===== src/hdl/adct_pkg.sv =====
// Shared types and constants for the airtime duty-cycle tracker.
// Holds the controller/datapath command and status structs; no dependencies.
`timescale 1ns / 1ps
`default_nettype none
package adct_pkg;

  // Item kinds carried in tuser
  localparam logic KIND_RECORD = 1'b0;
  localparam logic KIND_QUERY  = 1'b1;

  // Field widths
  localparam int NOW_W   = 32;
  localparam int AIR_W   = 16;
  localparam int DUTY_W  = 16;
  localparam int TOTAL_W = 20;
  localparam int HITS_W  = 5;
  localparam int IN_DATA_W  = 48;
  localparam int OUT_DATA_W = 48;

  // Constants of the duty-cycle arithmetic
  localparam logic [NOW_W-1:0]   WINDOW_RESET = 32'd3600000;
  localparam int                 SCALE_W      = 15;
  localparam logic [SCALE_W-1:0] DUTY_SCALE   = 15'd25600;  // 100 percent times 256
  localparam logic [DUTY_W-1:0]  DUTY_MAX     = 16'hFFFF;
  localparam logic [TOTAL_W-1:0] TOTAL_MAX    = 20'hFFFFF;
  localparam logic [HITS_W-1:0]  HITS_MAX     = 5'd31;
  localparam logic [4:0]         DIV_STEPS    = 5'd16;

  // Commands from controller to datapath
  typedef struct packed {
    logic rec_write;
    logic query_start;
    logic rd_issue;
    logic mul_load;
    logic div_init;
    logic div_step;
    logic out_load;
  } adct_cmd_t;

  // Status from datapath to controller
  typedef struct packed {
    logic ring_empty;
    logic walk_last;
    logic div_last;
    logic out_free;
  } adct_stat_t;

endpackage
`default_nettype wire


===== src/hdl/airtime_duty_cycle_tracker_top.sv =====
// Top level of the sliding-window transmit duty-cycle tracker.
// Instantiates adct_ctrl and adct_datapath; depends on adct_pkg.
`timescale 1ns / 1ps
`default_nettype none
// Keeps the last RECORD_SLOTS transmissions (start time, airtime) in a ring
// memory. A record item (tuser = 0) is written on acceptance and gives no
// result. A query item (tuser = 1) walks the n stored entries, one memory
// read a cycle, sums the airtime of those whose age is at most window_ms,
// then forms total * 25600 / window_ms with a 16-step serial divider; the
// result register is loaded once the output register is free, and the next
// item is taken in the cycle after that load. A result waits in the output
// register, so new record items are accepted meanwhile.
// The duty cycle is Q8.8 percent, floored, saturated at 65535.
module airtime_duty_cycle_tracker_top
  import adct_pkg::*;
#(
  parameter int RECORD_SLOTS = 16
) (
  input  wire logic                  clk,
  input  wire logic                  rst,
  // Configuration write: window_ms
  input  wire logic                  cfg_valid,
  output logic                       cfg_ready,
  input  wire logic [NOW_W-1:0]      cfg_data,
  // Input items
  input  wire logic                  s_axis_tvalid,
  output logic                       s_axis_tready,
  input  wire logic [IN_DATA_W-1:0]  s_axis_tdata,   // now_ms[31:0], airtime_ms[47:32]
  input  wire logic                  s_axis_tuser,   // kind
  // Result items
  output logic                       m_axis_tvalid,
  input  wire logic                  m_axis_tready,
  output logic [OUT_DATA_W-1:0]      m_axis_tdata    // duty_percent_q8[15:0],
                                                     // airtime_total_ms[35:16],
                                                     // records_in_window[40:36], zeros
);

  adct_cmd_t          cmd;
  adct_stat_t         stat;
  logic [DUTY_W-1:0]  duty;
  logic [TOTAL_W-1:0] total;
  logic [HITS_W-1:0]  hits;

  assign cfg_ready = 1'b1;

  adct_ctrl u_ctrl (
    .clk      (clk),
    .rst      (rst),
    .in_valid (s_axis_tvalid),
    .in_kind  (s_axis_tuser),
    .in_ready (s_axis_tready),
    .stat     (stat),
    .cmd      (cmd)
  );

  adct_datapath #(
    .RECORD_SLOTS (RECORD_SLOTS)
  ) u_datapath (
    .clk        (clk),
    .rst        (rst),
    .cmd        (cmd),
    .stat       (stat),
    .in_now     (s_axis_tdata[NOW_W-1:0]),
    .in_air     (s_axis_tdata[NOW_W+AIR_W-1:NOW_W]),
    .cfg_write  (cfg_valid && cfg_ready),
    .cfg_window (cfg_data),
    .out_ready  (m_axis_tready),
    .out_valid  (m_axis_tvalid),
    .out_duty   (duty),
    .out_total  (total),
    .out_hits   (hits)
  );

  // Pack the result fields, lowest first
  assign m_axis_tdata = {
    (OUT_DATA_W - DUTY_W - TOTAL_W - HITS_W)'(0), hits, total, duty
  };

endmodule
`default_nettype wire


===== src/hdl/adct_ctrl.sv =====
// Sequencing state machine for the duty-cycle tracker.
// Depends on adct_pkg for the command and status structs.
`timescale 1ns / 1ps
`default_nettype none
module adct_ctrl
  import adct_pkg::*;
(
  input  wire logic       clk,
  input  wire logic       rst,
  input  wire logic       in_valid,
  input  wire logic       in_kind,
  output logic            in_ready,
  input  wire adct_stat_t stat,
  output adct_cmd_t       cmd
);

  localparam logic [2:0] S_IDLE  = 3'd0;
  localparam logic [2:0] S_WALK  = 3'd1;
  localparam logic [2:0] S_DRAIN = 3'd2;
  localparam logic [2:0] S_MUL   = 3'd3;
  localparam logic [2:0] S_INIT  = 3'd4;
  localparam logic [2:0] S_DIV   = 3'd5;
  localparam logic [2:0] S_OUT   = 3'd6;

  logic [2:0] state;
  logic [2:0] state_next;
  logic       accept;

  assign in_ready = (state == S_IDLE);
  assign accept   = in_valid && in_ready;

  // Decode commands and next state
  always_comb begin
    state_next      = state;
    cmd             = '0;
    unique case (state)
      S_IDLE: begin
        if (accept) begin
          if (in_kind == KIND_RECORD) begin
            cmd.rec_write = 1'b1;
          end else begin
            cmd.query_start = 1'b1;
            state_next      = stat.ring_empty ? S_MUL : S_WALK;
          end
        end
      end
      S_WALK: begin
        cmd.rd_issue = 1'b1;
        if (stat.walk_last) begin
          state_next = S_DRAIN;
        end
      end
      S_DRAIN: begin
        state_next = S_MUL;
      end
      S_MUL: begin
        cmd.mul_load = 1'b1;
        state_next   = S_INIT;
      end
      S_INIT: begin
        cmd.div_init = 1'b1;
        state_next   = S_DIV;
      end
      S_DIV: begin
        cmd.div_step = 1'b1;
        if (stat.div_last) begin
          state_next = S_OUT;
        end
      end
      S_OUT: begin
        if (stat.out_free) begin
          cmd.out_load = 1'b1;
          state_next   = S_IDLE;
        end
      end
      default: begin
        state_next = S_IDLE;
      end
    endcase
  end

  // Hold state
  always_ff @(posedge clk) begin
    if (rst) begin
      state <= S_IDLE;
    end else begin
      state <= state_next;
    end
  end

endmodule
`default_nettype wire


===== src/hdl/adct_datapath.sv =====
// Ring memory, window sum, product and serial divider of the duty-cycle tracker.
// Depends on adct_pkg; driven by adct_ctrl through adct_cmd_t.
`timescale 1ns / 1ps
`default_nettype none
module adct_datapath
  import adct_pkg::*;
#(
  parameter int RECORD_SLOTS = 16
) (
  input  wire logic                  clk,
  input  wire logic                  rst,
  input  wire adct_cmd_t             cmd,
  output adct_stat_t                 stat,
  input  wire logic [NOW_W-1:0]      in_now,
  input  wire logic [AIR_W-1:0]      in_air,
  input  wire logic                  cfg_write,
  input  wire logic [NOW_W-1:0]      cfg_window,
  input  wire logic                  out_ready,
  output logic                       out_valid,
  output logic [DUTY_W-1:0]          out_duty,
  output logic [TOTAL_W-1:0]         out_total,
  output logic [HITS_W-1:0]          out_hits
);

  localparam int SLOT_W = (RECORD_SLOTS > 1) ? $clog2(RECORD_SLOTS) : 1;
  localparam int CNT_W  = $clog2(RECORD_SLOTS + 1);
  localparam int TOT_W  = AIR_W + CNT_W;
  localparam int PROD_W = TOT_W + SCALE_W;
  localparam int HI_W   = PROD_W - 16;
  localparam int CMP_W  = (HI_W > NOW_W) ? HI_W : NOW_W;
  localparam int TSAT_W = (TOT_W > TOTAL_W) ? TOT_W : TOTAL_W;
  localparam int HSAT_W = (CNT_W > HITS_W) ? CNT_W : HITS_W;

  // Ring storage
  logic [NOW_W-1:0] mem_time [RECORD_SLOTS];
  logic [AIR_W-1:0] mem_air  [RECORD_SLOTS];

  logic [NOW_W-1:0]  window;
  logic [SLOT_W-1:0] write_slot;
  logic [CNT_W-1:0]  stored_count;
  logic [SLOT_W-1:0] rd_idx;
  logic              rd_valid;
  logic [NOW_W-1:0]  rd_time;
  logic [AIR_W-1:0]  rd_air;
  logic [NOW_W-1:0]  q_now;
  logic [TOT_W-1:0]  total;
  logic [CNT_W-1:0]  hits;
  logic [PROD_W-1:0] prod;
  logic              sat;
  logic [NOW_W:0]    rem;
  logic [DUTY_W-1:0] quot;
  logic [4:0]        div_cnt;
  logic [NOW_W-1:0]  age;
  logic [NOW_W:0]    trial;
  logic              trial_ok;
  logic [HI_W-1:0]   prod_hi;

  // Window register
  always_ff @(posedge clk) begin
    if (rst) begin
      window <= WINDOW_RESET;
    end else if (cfg_write) begin
      window <= cfg_window;
    end
  end

  // Write pointer and fill count
  always_ff @(posedge clk) begin
    if (rst) begin
      write_slot   <= '0;
      stored_count <= '0;
    end else if (cmd.rec_write) begin
      if (write_slot == SLOT_W'(RECORD_SLOTS - 1)) begin
        write_slot <= '0;
      end else begin
        write_slot <= write_slot + 1'b1;
      end
      if (stored_count != CNT_W'(RECORD_SLOTS)) begin
        stored_count <= stored_count + 1'b1;
      end
    end
  end

  // Memory write and registered read
  always_ff @(posedge clk) begin
    if (cmd.rec_write) begin
      mem_time[write_slot] <= in_now;
      mem_air[write_slot]  <= in_air;
    end
    rd_time <= mem_time[rd_idx];
    rd_air  <= mem_air[rd_idx];
  end

  // Walk index and read-data flag
  always_ff @(posedge clk) begin
    if (rst) begin
      rd_idx   <= '0;
      rd_valid <= 1'b0;
    end else begin
      rd_valid <= cmd.rd_issue;
      if (cmd.query_start) begin
        rd_idx <= '0;
      end else if (cmd.rd_issue) begin
        rd_idx <= rd_idx + 1'b1;
      end
    end
  end

  assign age = q_now - rd_time;

  // Accumulate airtime and hits of entries inside the window
  always_ff @(posedge clk) begin
    if (cmd.query_start) begin
      q_now <= in_now;
      total <= '0;
      hits  <= '0;
    end else if (rd_valid && (age <= window)) begin
      total <= total + TOT_W'(rd_air);
      hits  <= hits + 1'b1;
    end
  end

  // Scale the sum
  always_ff @(posedge clk) begin
    if (cmd.mul_load) begin
      prod <= total * PROD_W'(DUTY_SCALE);
    end
  end

  assign prod_hi  = prod[PROD_W-1:16];
  assign trial    = {rem[NOW_W-1:0], quot[DUTY_W-1]};
  assign trial_ok = trial >= {1'b0, window};

  // Restoring division, one quotient bit a cycle
  always_ff @(posedge clk) begin
    if (cmd.div_init) begin
      sat     <= CMP_W'(prod_hi) >= CMP_W'(window);
      rem     <= (NOW_W + 1)'(prod_hi);
      quot    <= prod[15:0];
      div_cnt <= DIV_STEPS;
    end else if (cmd.div_step) begin
      rem     <= trial_ok ? (trial - {1'b0, window}) : trial;
      quot    <= {quot[DUTY_W-2:0], trial_ok};
      div_cnt <= div_cnt - 1'b1;
    end
  end

  // Result register
  always_ff @(posedge clk) begin
    if (rst) begin
      out_valid <= 1'b0;
    end else if (cmd.out_load) begin
      out_valid <= 1'b1;
    end else if (out_ready) begin
      out_valid <= 1'b0;
    end
  end

  always_ff @(posedge clk) begin
    if (cmd.out_load) begin
      if (total == '0) begin
        out_duty <= '0;
      end else if (sat) begin
        out_duty <= DUTY_MAX;
      end else begin
        out_duty <= quot;
      end
      if (TSAT_W'(total) > TSAT_W'(TOTAL_MAX)) begin
        out_total <= TOTAL_MAX;
      end else begin
        out_total <= TOTAL_W'(total);
      end
      if (HSAT_W'(hits) > HSAT_W'(HITS_MAX)) begin
        out_hits <= HITS_MAX;
      end else begin
        out_hits <= HITS_W'(hits);
      end
    end
  end

  // Status back to the controller
  assign stat.ring_empty = (stored_count == '0);
  assign stat.walk_last  = (rd_idx == SLOT_W'(stored_count - 1'b1));
  assign stat.div_last   = (div_cnt == 5'd1);
  assign stat.out_free   = !out_valid || out_ready;

endmodule
`default_nettype wire


===== config.mk =====
export PLATFORM = sky130hd
export DESIGN_NAME = airtime_duty_cycle_tracker_top
export DESIGN_NICKNAME = d
export VERILOG_FILES = /design/src/hdl/adct_pkg.sv /design/src/hdl/airtime_duty_cycle_tracker_top.sv /design/src/hdl/adct_ctrl.sv /design/src/hdl/adct_datapath.sv
export SDC_FILE = /design/constraint.sdc
export NUM_CORES = 1
export LEC_CHECK = 0
export BUFFER_PORTS_ARGS = -buffer_cell sky130_fd_sc_hd__buf_2
export CAP_MARGIN = 25
export CORE_MARGIN = 5
export CORE_UTILIZATION = 40
export CTS_CLUSTER_DIAMETER = 120
export DETAILED_ROUTE_END_ITERATION = 16
export PLACE_DENSITY = 0.59
export SYNTH_ARGS = -nofsm -noshare
export SYNTH_HDL_FRONTEND = slang
export SYNTH_SLANG_ARGS = --single-unit

===== constraint.sdc =====
create_clock -name clk -period 8.8 [get_ports clk]
set_input_delay 0.88 -clock clk [delete_from_list [all_inputs] [get_ports clk]]
set_output_delay 0.88 -clock clk [all_outputs]
set_load 0.02 [all_outputs]

; Word-level counts from Yosys, hierarchy flattened
; Memory sizes are Yosys's and may differ from the RTL's. A register that Yosys moved wholly into a read port is not among the register bits.
; Cells that the tools add are included.
[classes]
n_addsub = 9
n_mul = 1
magnitude_cmp = 5
eq_ne = 15
mux = 28
reduce_logical = 12
[op_table]
columns = op, n
row1 = $sub 32x32->32, 2
row2 = $mux 16, 3
row3 = $mux 20, 2
row4 = $ge 33x32->1, 1
row5 = $ge 20x32->1, 1
row6 = $le 32x32->1, 1
row7 = $mux 32, 1
row8 = $mul 21x5->26 const B, 1
row9 = $add 21x16->21, 1
row10 = $gt 21x20->1 const B, 1
row11 = $logic_not 21->1, 1
row12 = $pmux 3 s7, 1
row13 = $mux 3, 5
row14 = $mux 1, 12
row15 = $add 5x1->5 const B, 2
row16 = $ne 2x2->1 const B, 5
row17 = $eq 3x3->1 const B, 3
row18 = $add 4x1->4 const B, 2
row19 = $eq 3x2->1 const B, 2
row20 = $mux 2, 3
row21 = $eq 5x1->1 const B, 1
row22 = $gt 5x5->1 const B, 1
row23 = $logic_not 5->1, 1
row24 = $ne 5x5->1 const B, 1
row25 = other kinds (14), 16
[word_totals]
ff_bits = 229
ram_bits = 768
in_bits = 86
n_memories = 2
[mem_list]
columns = memory, words, word_bits, rd, rd_clocked_by_memory_dff, wr, line
row1 = u_datapath.mem_time, 16, 32, 1, 1, 1, adct_datapath.sv:35  ; logic [NOW_W-1:0] mem_time [RECORD_SLOTS];
row2 = u_datapath.mem_air, 16, 16, 1, 1, 1, adct_datapath.sv:36  ; logic [AIR_W-1:0] mem_air [RECORD_SLOTS];

; Logic depth before layout (Yosys ltp)
; Gate-level depths: netlist of run 1.
[depth]
depth_word = 6
depth_mapped = 22
depth_no_buf = 21

; Modules after synthesis
; Synthesis of run 1 repeated with hierarchy kept, for this count alone.
[hier_totals]
hier_cells = 2907
area_unflattened_um2 = 46344.4
[by_module_without_submodules]
columns = module, n_inst, cells_each, area_each_um2, seq_area_each_um2
row1 = adct_datapath, 1, 2865, 46011.6, 29908.7
row2 = adct_ctrl, 1, 32, 265.3, 60.1
row3 = airtime_duty_cycle_tracker_top, 1, 10, 67.6, 0.0

; Least setup slack after synthesis of run 1
; Ideal clock, no wire load.
[synth_path]
path_type = flip-flop to flip-flop
from = reg u_ctrl.state[0]
to = mem u_datapath.mem_air[3][0] (enable)
setup_ns = 0.513
arrival_time_ns = 5.076
t_required_ns = 8.287
path_slack_ns = 3.212
stages_incl_launch_ff = 7
period_less_slack_ns = 5.588
cell_sequence = dfxtp_1 > clkbuf_8 > nor3_1 > nand2_1 > nor2_1 > nand2_1 > nor3_1
[synth_via]
elab_chain_len = 6
[synth_rtl]
columns = element, line
row1 = start: declaration, adct_ctrl.sv:25  ; logic [2:0] state;
row2 = start signal: assignment, adct_ctrl.sv:87  ; state <= state_next;
row3 = $logic_not 3->1 (*), adct_ctrl.sv:29  ; assign in_ready = (state == S_IDLE);
row4 = named net s_axis_tready, airtime_duty_cycle_tracker_top.sv:27  ; output logic s_axis_tready,
row5 = $logic_and 1x1->1, adct_ctrl.sv:30  ; assign accept = in_valid && in_ready;
row6 = $mux 2, adct_ctrl.sv:38  ; if (accept) begin
row7 = $mux 2 (*), adct_ctrl.sv:36  ; unique case (state)
row8 = $mux 1 (*), adct_datapath.sv:86  ; if (cmd.rec_write) begin
row9 = $mux 1 (not written as such) (*), adct_datapath.sv:88  ; mem_air[write_slot] <= in_air;
row10 = end: declaration, adct_datapath.sv:36
; Mark *: on every way through the listed nets, which the timed path passes. The rest lies on a longest branch.

; Worst setup path after layout of run 1
[layout_path]
from = reg u_datapath.q_now[0]
to = reg u_datapath.total[20]
[layout_via]
elab_chain_len = 3
[layout_rtl]
columns = element, line
row1 = start: declaration, adct_datapath.sv:45  ; logic [NOW_W-1:0] q_now;
row2 = start signal: assignment, adct_datapath.sv:114  ; q_now <= in_now;
row3 = $sub 32x32->32, adct_datapath.sv:109  ; assign age = q_now - rd_time;
row4 = $le 32x32->1, adct_datapath.sv:117  ; end else if (rd_valid && (age <= window)) begin
row5 = $logic_and 1x1->1, adct_datapath.sv:117
row6 = end signal: assignment, adct_datapath.sv:118  ; total <= total + TOT_W'(rd_air);
row7 = end: declaration, adct_datapath.sv:46  ; logic [TOT_W-1:0] total;
; Every way passes these cells.
; A chain may end at the register's enable or synchronous reset.

==> report_table.html, run 1 <==
<table>
<tr><th>Metric</th><th>Value</th></tr>
<tr><th colspan="2">STA</th></tr>
<tr><td>Final sum of negative setup slack</td><td>0 ps</td></tr>
<tr><td>Remaining max-slew budget at the tightest pin</td><td>0.2411</td></tr>
<tr><td>Final Hold Fails</td><td>0</td></tr>
<tr><td>Worst setup margin</td><td>3035 ps</td></tr>
<tr><td>Fin crit period</td><td>5765 ps</td></tr>
<tr><td>Clock Skew</td><td>43.80 ps</td></tr>
<tr><td>Final Max Tran Viols</td><td>0</td></tr>
<tr><td>Actual transition at the worst max-transition pin</td><td>1138 ps</td></tr>
<tr><td>Setup-failing EPs final</td><td>0</td></tr>
<tr><td>RSZ-0062 raised after global routing</td><td>false</td></tr>
<tr><td>Achievable clock frequency</td><td>0.1735 GHz</td></tr>
<tr><td>Final worst-path cycle share</td><td>0.6551</td></tr>
<tr><th colspan="2">Die</th></tr>
<tr><td>Overall die width</td><td>349.3 µm</td></tr>
<tr><td>Number of ports placed on the die boundary</td><td>137</td></tr>
<tr><td>Height of the chip</td><td>349.3 µm</td></tr>
<tr><td>Area of the die</td><td>122,000 µm²</td></tr>
<tr><td>Starting Density</td><td>0.4027</td></tr>
<tr><td>FP Rows</td><td>124</td></tr>
<tr><td>Area of the core</td><td>114,300 µm²</td></tr>
<tr><th colspan="2">Logic synthesis</th></tr>
<tr><td>Number of distinct library cells after synthesis</td><td>83</td></tr>
<tr><td>Gate Count Post-Synth</td><td>2,896</td></tr>
<tr><td>Synth Register Bits</td><td>1,045</td></tr>
<tr><td>Synth async-reset ratio</td><td>0</td></tr>
<tr><td>Cell type contributing the most total cell area after synthesis</td><td>edfxtp_1</td></tr>
<tr><td>Number of synthesized flops with an enable pin</td><td>904</td></tr>
<tr><td>Mapped cell area</td><td>46,040 µm²</td></tr>
<tr><td>Part of the Yosys area used for sequential elements</td><td>0.6509</td></tr>
<tr><td>Top post-synthesis cells by area</td><td>edfxtp_1 (59%), mux4_2 (12%), dfxtp_1 (6.1%), ha_1 (6.0%), nor2_1 (1.8%)</td></tr>
<tr><td>Top cell type's share of synthesized area</td><td>0.5896</td></tr>
<tr><td>Syn avg cell area</td><td>15.90 µm²</td></tr>
<tr><td>Yosys warnings</td><td>0</td></tr>
<tr><td>Flip-flop cell with the highest count after synthesis</td><td>edfxtp_1</td></tr>
<tr><th colspan="2">Setup path</th></tr>
<tr><td>Data arrival at the endpoint of the critical path</td><td>6360 ps</td></tr>
<tr><td>Required time of the critical path</td><td>9390 ps</td></tr>
<tr><td>Startpoint type of the worst setup path</td><td>flop</td></tr>
<tr><td>Origin of the critical flop-to-flop path</td><td>u_datapath.q_now[0]</td></tr>
<tr><td>Class of the most critical setup path</td><td>reg -&gt; reg</td></tr>
<tr><td>Max FO, Critical Path</td><td>41</td></tr>
<tr><td>Capturing element type of the critical path</td><td>flop</td></tr>
<tr><td>Crit Reg-Reg Endpoint</td><td>u_datapath.total[20]</td></tr>
<tr><td>Setup slack of the worst register-to-register path</td><td>3040 ps</td></tr>
<tr><td>Logic depth of the worst register-to-register path</td><td>21</td></tr>
<tr><th colspan="2">Clock tree</th></tr>
<tr><td>Number of gates given a new drive strength after cts</td><td>0</td></tr>
<tr><td>CTS Root Cell</td><td>clkbuf_16</td></tr>
<tr><td>Maximum level of the CTS H-tree</td><td>3</td></tr>
<tr><td>CTS sink count</td><td>1,045</td></tr>
<tr><td>CTS tree</td><td>done</td></tr>
<tr><td>Clock Pin Slew Worst Setup and Hold Paths</td><td>60 ps</td></tr>
<tr><td>Insertion delay to the later sink of the worst-skew pair</td><td>700 ps</td></tr>
<tr><td>Inserted Clock Buffers</td><td>104</td></tr>
<tr><td>Largest buffer count on any clock path</td><td>3</td></tr>
<tr><td>Number of buffers inserted to repair setup after CTS</td><td>0</td></tr>
<tr><td>Hold_buf cts</td><td>0</td></tr>
<tr><th colspan="2">Worst hold path</th></tr>
<tr><td>Worst hold path depth</td><td>3</td></tr>
<tr><td>Hold path startpoint</td><td>cfg_data[7]</td></tr>
<tr><td>Capture endpoint of the worst hold path</td><td>u_datapath.window[7]</td></tr>
<tr><td>Min-Delay Path Class</td><td>in -&gt; reg</td></tr>
<tr><th colspan="2">Routing</th></tr>
<tr><td>Average via count per standard cell</td><td>5.470</td></tr>
<tr><td>Iteration-0 DRC count of the detailed router</td><td>2,190</td></tr>
<tr><td>Wire length per cell after detailed routing</td><td>23.87 µm</td></tr>
<tr><td>Overall routed net length</td><td>111,200 µm</td></tr>
<tr><td>Remaining DRCs</td><td>0</td></tr>
<tr><td>Number of nets still failing antenna checks after routing</td><td>0</td></tr>
<tr><td>Number of vias in the routed layout</td><td>25,480</td></tr>
<tr><td>Number of detailed-route iterations in the first pass</td><td>7</td></tr>
<tr><th colspan="2">Placed design</th></tr>
<tr><td>Port buffer count</td><td>128</td></tr>
<tr><td>Placer Congestion</td><td>0.8700</td></tr>
<tr><td>Placed wire-length estimate after detailed placement</td><td>67,540 µm</td></tr>
<tr><td>Cell count after placement</td><td>4,453</td></tr>
<tr><td>Dpl ws</td><td>2908 ps</td></tr>
<tr><th colspan="2">Global routing</th></tr>
<tr><td>GR Layer Usage met1</td><td>0.2399</td></tr>
<tr><td>Met2 Use GR</td><td>0.3090</td></tr>
<tr><td>Number of global-route vias before repair</td><td>26,350</td></tr>
<tr><td>Most heavily used metal layer in global routing</td><td>met2</td></tr>
<tr><td>Pin count of the biggest net entering global routing</td><td>160</td></tr>
<tr><td>Met3 layer usage reported by global route</td><td>0.03271</td></tr>
<tr><td>Global-route wire length before repair</td><td>167,100 µm</td></tr>
<tr><td>Final global-route overflow total</td><td>0</td></tr>
<tr><td>Initial antenna violation count</td><td>19</td></tr>
<tr><td>Global Route Usage Sum</td><td>0.1808</td></tr>
<tr><th colspan="2">Finish</th></tr>
<tr><td>Final instance count without filler cells</td><td>4,657</td></tr>
<tr><td>Nets</td><td>3,381</td></tr>
<tr><td>Area added between synthesis and finish</td><td>13.16%</td></tr>
<tr><td>Share of cells above drive strength 1</td><td>0.1974</td></tr>
<tr><td>Share of the core filled with cells</td><td>0.4557</td></tr>
<tr><th colspan="2">Run status</th></tr>
<tr><td>Result of the run</td><td>completed</td></tr>
<tr><th colspan="2">Power and ir drop</th></tr>
<tr><td>PwrDens</td><td>277.7 nW/µm²</td></tr>
<tr><td>Static leakage</td><td>18.40 nW</td></tr>
<tr><td>VDD IR-drop max</td><td>0.1729 mV</td></tr>
<tr><th colspan="2">Run</th></tr>
<tr><td>Max-cap violations</td><td>0</td></tr>
</table>
[state kept, by name, indices dropped and copies added, names as in the netlist, 5 cells and up]
name / count
u_datapath.quot: 16
u_datapath.stored_count: 5
u_datapath.mem_air: 256
u_datapath.out_hits: 5
u_datapath.q_now: 32
u_datapath.div_cnt: 5
u_datapath.hits: 5
u_datapath.out_duty: 16
u_datapath.rem: 32
u_datapath.out_total: 20
u_datapath.rd_air: 16
u_datapath.rd_time: 32
u_datapath.prod: 26
u_datapath.total: 21
u_datapath.mem_time: 512
u_datapath.window: 32
[power by group]
| group | leakage, nW | switching, mW | internal, mW |
|---|---|---|---|
| logic | 7.39 | 2.22 | 1.80 |
| clock network | 1.69 | 1.90 | 2.50 |
| registers | 9.32 | 0.265 | 5.78 |
| total | 18.4 | 4.39 | 10.1 |
[stage by stage]
step,hold WS (ps),instance area (µm²),total power [mW]
final,418.8,52100,14.47
after global routing,397.4,52090,15.28
after CTS,362.6,51910,14.62
after detailed placement,451.8,48490,10.18
after global placement,436.8,48440,10.10
after floorplan,420.9,46070,9.156
[Yosys cell counts (22+ instances only)]
cell type	number
buf_1	22
mux2i_1	46
a21o_1	30
o21ai_0	54
o211ai_1	22
nor2_1	217
inv_1	180
dfxtp_1	141
edfxtp_1	904
a21oi_1	128
ha_1	221
nand4_1	31
nor3_1	38
xnor2_1	71
clkbuf_1	77
mux4_2	240
nand3_1	26
nand2_1	139
xor2_1	30
[how the worst max path moves through the flow]
| stage | start | end | depth (start not counted) |
|---|---|---|---|
| 6_report | u_datapath.q_now[0] | u_datapath.total[20] | 21 |
| 4_1_cts | u_datapath.q_now[0] | u_datapath.total[20] | 21 |
| 3_5_place_dp | u_datapath.q_now[0] | u_datapath.total[20] | 21 |
| 3_3_place_gp | u_datapath.q_now[0] | u_datapath.total[20] | 21 |
| 5_1_grt | u_datapath.q_now[0] | u_datapath.total[20] | 21 |
| 2_1_floorplan | u_ctrl.state[0] | u_datapath.mem_air[3][0] | 6 |
[cell usage in the layout (no fill, tap or decap), types with 46 or more instances in the layout]
| cell | netlist | layout |
|---|---|---|
| nor2_1 | 217 | 204 |
| dfxtp_1 | 141 | 137 |
| nand2_1 | 139 | 139 |
| o21ai_0 | 54 | 54 |
| clkbuf_16 | 0 | 105 |
| mux2i_1 | 46 | 46 |
| xnor2_1 | 71 | 71 |
| ha_1 | 221 | 221 |
| inv_1 | 180 | 180 |
| buf_2 | 3 | 128 |
| edfxtp_1 | 904 | 904 |
| mux4_2 | 240 | 240 |
| a21oi_1 | 128 | 128 |
[critical path, stage by stage, from the launching register on]
cell       delay (ps)
edfxtp_1          320
inv_1              40
ha_1              230
fa_1              410
nor2b_1           170
o31ai_1           120
a2111oi_1         920
o2111ai_1         260
nand4_1           150
a31oi_1           140
o21bai_1          150
a21o_1            140
xor2_1             70
ha_1              280
nand4_1           150
nor4_1            600
nand3_1           230
o21ai_4           100
buf_4             400
o221ai_1          220
or3_1             380
a21oi_1           140
[area by class of cell]
type / instances / area (µm²)
clock inverter: 66 / 635.6
sequential: 1045 / 29980
fill: 9820 / 62240
tap: 1512 / 1892
antenna: 4 / 10.01
clock buffer: 126 / 2786
timing repair buffer: 168 / 1124
multi-input combinational: 1554 / 14990
inverter: 182 / 683.2
[cells by family (layout without fill, tap and decap cells)]
logic type	count (synthesis)	count (layout)	synth area share
AO/OA/AOI/OAI	379	379	0.05397
XOR/XNOR	101	101	0.01921
adder cells (fa/ha/maj)	240	240	0.06832
buffers and inverters	303	542	0.02698
flip-flops	1045	1045	0.6509
multiplexers	287	287	0.1276
other	2	12	0.0001631
AND/OR/NAND/NOR	539	539	0.05285
[metal layers]
layer  vias to the layer above  routed length [µm]
met4                        18                2419
met1                     13120               46910
li1                      11500                   -
met3                       168                6556
met2                       668               55180
met5                         -                 108
Power figures use the tool's default switching activity.
==> run 2, diff against run 1 <==
==> constraint.sdc (replaced) <==
create_clock -name clk -period 5.49 [get_ports clk]
set_input_delay 0.549 -clock clk [delete_from_list [all_inputs] [get_ports clk]]
set_output_delay 0.549 -clock clk [all_outputs]
set_load 0.02 [all_outputs]
==> run 2 against run 1 <==
Core utilization is 0.30 points higher. Non-clock buffer count is 8 higher. Register-to-register slack worse by 2600 ps. Power is 63% higher. Clock skew is 5.2 ps lower. Worst setup slack worse by 2600 ps. Routed wire length hardly changed. Critical endpoint is now u_datapath.total[18].
==> report_table.html, run 2 (synthesis results as in run 1) <==
<table>
<tr><th>Metric</th><th>Value</th></tr>
<tr><th colspan="2">Routing</th></tr>
<tr><td>Average via count per standard cell</td><td>5.454 (-0.30%)</td></tr>
<tr><td>Number of nets still failing antenna checks after routing</td><td>0 (unchanged)</td></tr>
<tr><td>Number of vias in the routed layout</td><td>25,500 (+0.090%)</td></tr>
<tr><td>Overall routed net length</td><td>111,300 µm (about the same)</td></tr>
<tr><td>Number of detailed-route iterations in the first pass</td><td>5 (-2)</td></tr>
<tr><td>Iteration-0 DRC count of the detailed router</td><td>1,906 (-13%)</td></tr>
<tr><td>Wire length per cell after detailed routing</td><td>23.80 µm (-0.30%)</td></tr>
<tr><td>Remaining DRCs</td><td>0 (unchanged)</td></tr>
<tr><th colspan="2">Die</th></tr>
<tr><td>Area of the die</td><td>122,000 µm² (unchanged)</td></tr>
<tr><td>Overall die width</td><td>349.3 µm (unchanged)</td></tr>
<tr><td>FP Rows</td><td>124 (unchanged)</td></tr>
<tr><td>Height of the chip</td><td>349.3 µm (unchanged)</td></tr>
<tr><td>Area of the core</td><td>114,300 µm² (unchanged)</td></tr>
<tr><td>Number of ports placed on the die boundary</td><td>137 (unchanged)</td></tr>
<tr><td>Starting Density</td><td>0.4027 (unchanged)</td></tr>
<tr><th colspan="2">Worst hold path</th></tr>
<tr><td>Min-Delay Path Class</td><td>in -&gt; reg</td></tr>
<tr><td>Worst hold path depth</td><td>3 (unchanged)</td></tr>
<tr><th colspan="2">Finish</th></tr>
<tr><td>Share of cells above drive strength 1</td><td>0.2024 (+0.005018)</td></tr>
<tr><td>Leading cell type in the layout, fill and taps excluded</td><td>edfxtp_1</td></tr>
<tr><td>Flip-flop count of the largest register after layout</td><td>512 (unchanged)</td></tr>
<tr><td>Register with the highest flop count</td><td>u_datapath.mem_time</td></tr>
<tr><td>Most used cells in the layout excluding fill and tap cells</td><td>edfxtp_1 (904), mux4_2 (240), ha_1 (221)</td></tr>
<tr><td>Nets</td><td>3,391 (+0.30%)</td></tr>
<tr><td>Largest regs</td><td>u_datapath.mem_time (512), u_datapath.mem_air (256)</td></tr>
<tr><td>Area added between synthesis and finish</td><td>13.91%</td></tr>
<tr><th colspan="2">Clock tree</th></tr>
<tr><td>Insertion delay to the later sink of the worst-skew pair</td><td>700 ps (about the same)</td></tr>
<tr><td>Inserted Clock Buffers</td><td>106 (+1.9%)</td></tr>
<tr><td>CTS sink count</td><td>1,045 (unchanged)</td></tr>
<tr><td>Clock Pin Slew Worst Setup and Hold Paths</td><td>60 ps (about the same)</td></tr>
<tr><td>CTS Root Cell</td><td>clkbuf_16</td></tr>
<tr><td>Maximum level of the CTS H-tree</td><td>3 (unchanged)</td></tr>
<tr><td>Largest buffer count on any clock path</td><td>3 (unchanged)</td></tr>
<tr><td>Hold_buf cts</td><td>0 (unchanged)</td></tr>
<tr><td>CTS tree</td><td>done</td></tr>
<tr><th colspan="2">Setup path</th></tr>
<tr><td>Series of cell instances along the critical path</td><td>ha_1 -&gt; nor2b_1 -&gt; o31ai_1 -&gt; a2111oi_0 -&gt; buf_4 -&gt; o2111ai_1 -&gt; nand4_1 -&gt; a31oi_1 -&gt; o21bai_1 -&gt; a21o_1 -&gt; xor2_1 -&gt; ha_1 -&gt; nand4_1 -&gt; nor4_2 -&gt; a21boi_0 -&gt; o21ai_4 -&gt; buf_12 -&gt; o221a_2 -&gt; a21o_1 -&gt; a21oi_1</td></tr>
<tr><td>Stages on the worst setup path</td><td>20 (-4.8%)</td></tr>
<tr><td>Capturing element type of the critical path</td><td>flop</td></tr>
<tr><td>Logic depth of the worst register-to-register path</td><td>20 (-4.8%)</td></tr>
<tr><td>Data arrival at the endpoint of the critical path</td><td>5630 ps (-730 ps)</td></tr>
<tr><td>Max FO, Critical Path</td><td>40 (-2.4%)</td></tr>
<tr><td>Largest stage delay, worst path</td><td>430 ps (-490 ps)</td></tr>
<tr><td>Family with the most delay on the worst path</td><td>compound AO/OA/AOI/OAI gates</td></tr>
<tr><td>Startpoint type of the worst setup path</td><td>flop</td></tr>
<tr><td>Bufs and invs on worst path</td><td>2 (unchanged)</td></tr>
<tr><td>Required time of the critical path</td><td>6100 ps (-3290 ps)</td></tr>
<tr><td>Slowest cell on the critical path</td><td>nor4_2</td></tr>
<tr><td>Class of the most critical setup path</td><td>reg -&gt; reg</td></tr>
<tr><th colspan="2">Power and ir drop</th></tr>
<tr><td>Int Power</td><td>16.53 mW (+64%)</td></tr>
<tr><td>P_sw</td><td>7.073 mW (+61%)</td></tr>
<tr><td>PwrDens</td><td>450.0 nW/µm² (+62%)</td></tr>
<tr><td>Static leakage</td><td>18.53 nW (+0.71%)</td></tr>
<tr><td>Logic pwr share</td><td>0.276 (-0.002)</td></tr>
<tr><td>Reg power frac</td><td>0.410 (-0.008)</td></tr>
<tr><td>Clock share of power</td><td>0.314 (+0.010)</td></tr>
<tr><td>VDD IR-drop max</td><td>0.2765 mV (+60%)</td></tr>
<tr><td>Switching part of the total</td><td>0.2997 (-0.003438)</td></tr>
<tr><th colspan="2">STA</th></tr>
<tr><td>Final Hold Fails</td><td>0 (unchanged)</td></tr>
<tr><td>RSZ-0062 raised after global routing</td><td>false</td></tr>
<tr><td>Final sum of negative setup slack</td><td>0 ps (unchanged)</td></tr>
<tr><td>Clock Skew</td><td>38.62 ps (-5.176 ps)</td></tr>
<tr><td>Worst setup margin</td><td>464.9 ps (-2570 ps)</td></tr>
<tr><td>Remaining max-slew budget at the tightest pin</td><td>0.2681 (+0.02692)</td></tr>
<tr><td>Setup-failing EPs final</td><td>0 (unchanged)</td></tr>
<tr><td>Final Max Tran Viols</td><td>0 (unchanged)</td></tr>
<tr><td>Final worst-path cycle share</td><td>0.9153 (+0.2602)</td></tr>
<tr><td>Achievable clock frequency</td><td>0.1990 GHz (+15%)</td></tr>
<tr><td>Fin crit period</td><td>5025 ps (-739.9 ps)</td></tr>
<tr><td>Actual transition at the worst max-transition pin</td><td>1098 ps (-40.37 ps)</td></tr>
<tr><td>Worst hold slack</td><td>86.73 ps (-332.1 ps)</td></tr>
<tr><th colspan="2">Global routing</th></tr>
<tr><td>Global Route Usage Sum</td><td>0.1816 (+0.0008253)</td></tr>
<tr><td>Global-route wire length before repair</td><td>167,900 µm (+0.48%)</td></tr>
<tr><td>Final global-route overflow total</td><td>0 (unchanged)</td></tr>
<tr><td>Pin count of the biggest net entering global routing</td><td>83 (-48%)</td></tr>
<tr><td>Number of global-route vias before repair</td><td>26,570 (+0.81%)</td></tr>
<tr><td>Initial antenna violation count</td><td>17 (-2)</td></tr>
<tr><th colspan="2">Run status</th></tr>
<tr><td>Result of the run</td><td>completed</td></tr>
<tr><th colspan="2">Placed design</th></tr>
<tr><td>Port buffer count</td><td>128 (unchanged)</td></tr>
<tr><td>Placer Congestion</td><td>0.8544 (-1.8%)</td></tr>
<tr><td>Dpl ws</td><td>400.7 ps (-2507 ps)</td></tr>
<tr><td>Placed wire-length estimate after detailed placement</td><td>69,650 µm (+3.1%)</td></tr>
<tr><th colspan="2">Run</th></tr>
<tr><td>Max-cap violations</td><td>0 (unchanged)</td></tr>
</table>
run 2: cell types whose count changed in the layout (fill, tap and decap cells not counted), sizes merged:
cell      delta
inv          -3
clkinv       -8
clkinvlp     +2
clkbuf      +14
diode        +2
buf          +8
bufinv       +3
run 2: metal layers:
layer  up-vias  share of wire  global-route usage  wire, µm
li1      11520              -                   -         -
met1     13130           0.43              0.2456     47730
met2       662           0.49              0.3087     54910
met3       169          0.054             0.02814      6042
met4        10          0.023             0.04731      2518
met5         -        0.00056                   0        62
run 2: power groups by stage:
stage	Combinational, mW	Clock, mW	Sequential [mW]
final	6.52	7.42	9.67
after global routing	7.27	7.93	9.72
after CTS	6.53	7.59	9.69
after global placement	6.35	0	9.84
after floorplan	5.05	0	9.63
after detailed placement	6.49	0	9.86
run 2: worst register-to-register path, stage by stage (launching register included):
cell	delay (ps)
edfxtp_1	390
ha_1	360
nor2b_1	160
o31ai_1	380
a2111oi_0	190
buf_4	180
o2111ai_1	250
nand4_1	170
a31oi_1	350
o21bai_1	110
a21o_1	200
xor2_1	150
ha_1	280
nand4_1	160
nor4_2	430
a21boi_0	400
o21ai_4	120
buf_12	190
o221a_2	170
a21o_1	180
a21oi_1	120
run 2: area by class of cell:
class                   instances  area [µm²]
clock inverters                60       683.2
multi-input cells            1554       15020
repair buffers                176        1201
clock buffers                 140        2972
inverters                     182       683.2
fillers                      9784       61900
well taps                    1512        1892
diodes                          6       15.01
flip-flops and latches       1045       29980
run 2: path summary, 6_finish.rpt:
path	start	end	slack, ps
hold reg to reg	u_datapath.div_cnt[4]	u_datapath.div_cnt[4]	480
setup / recovery	u_datapath.q_now[2]	u_datapath.total[18]	460
setup reg to reg	u_datapath.q_now[2]	u_datapath.total[18]	460
hold / removal	cfg_data[17]	u_datapath.window[17]	90
run 2: stage by stage:
stage | total power [mW] | util | std cells | area (µm²)
6_report | 23.60 | 0.4587 | 4675 | 52450
5_1_grt | 24.91 | 0.4586 | 4669 | 52430
4_1_cts | 23.81 | 0.4578 | 4665 | 52350
3_5_place_dp | 16.35 | 0.4258 | 4465 | 48690
3_3_place_gp | 16.19 | 0.4246 | 4459 | 48550
2_1_floorplan | 14.67 | - | 2902 | 46090
run 2: repair_timing:
action | CTS | global route
endpoints found under the setup margin | 0 | 3
gates resized for setup | 0 | 1
setup buffers | 0 | 0
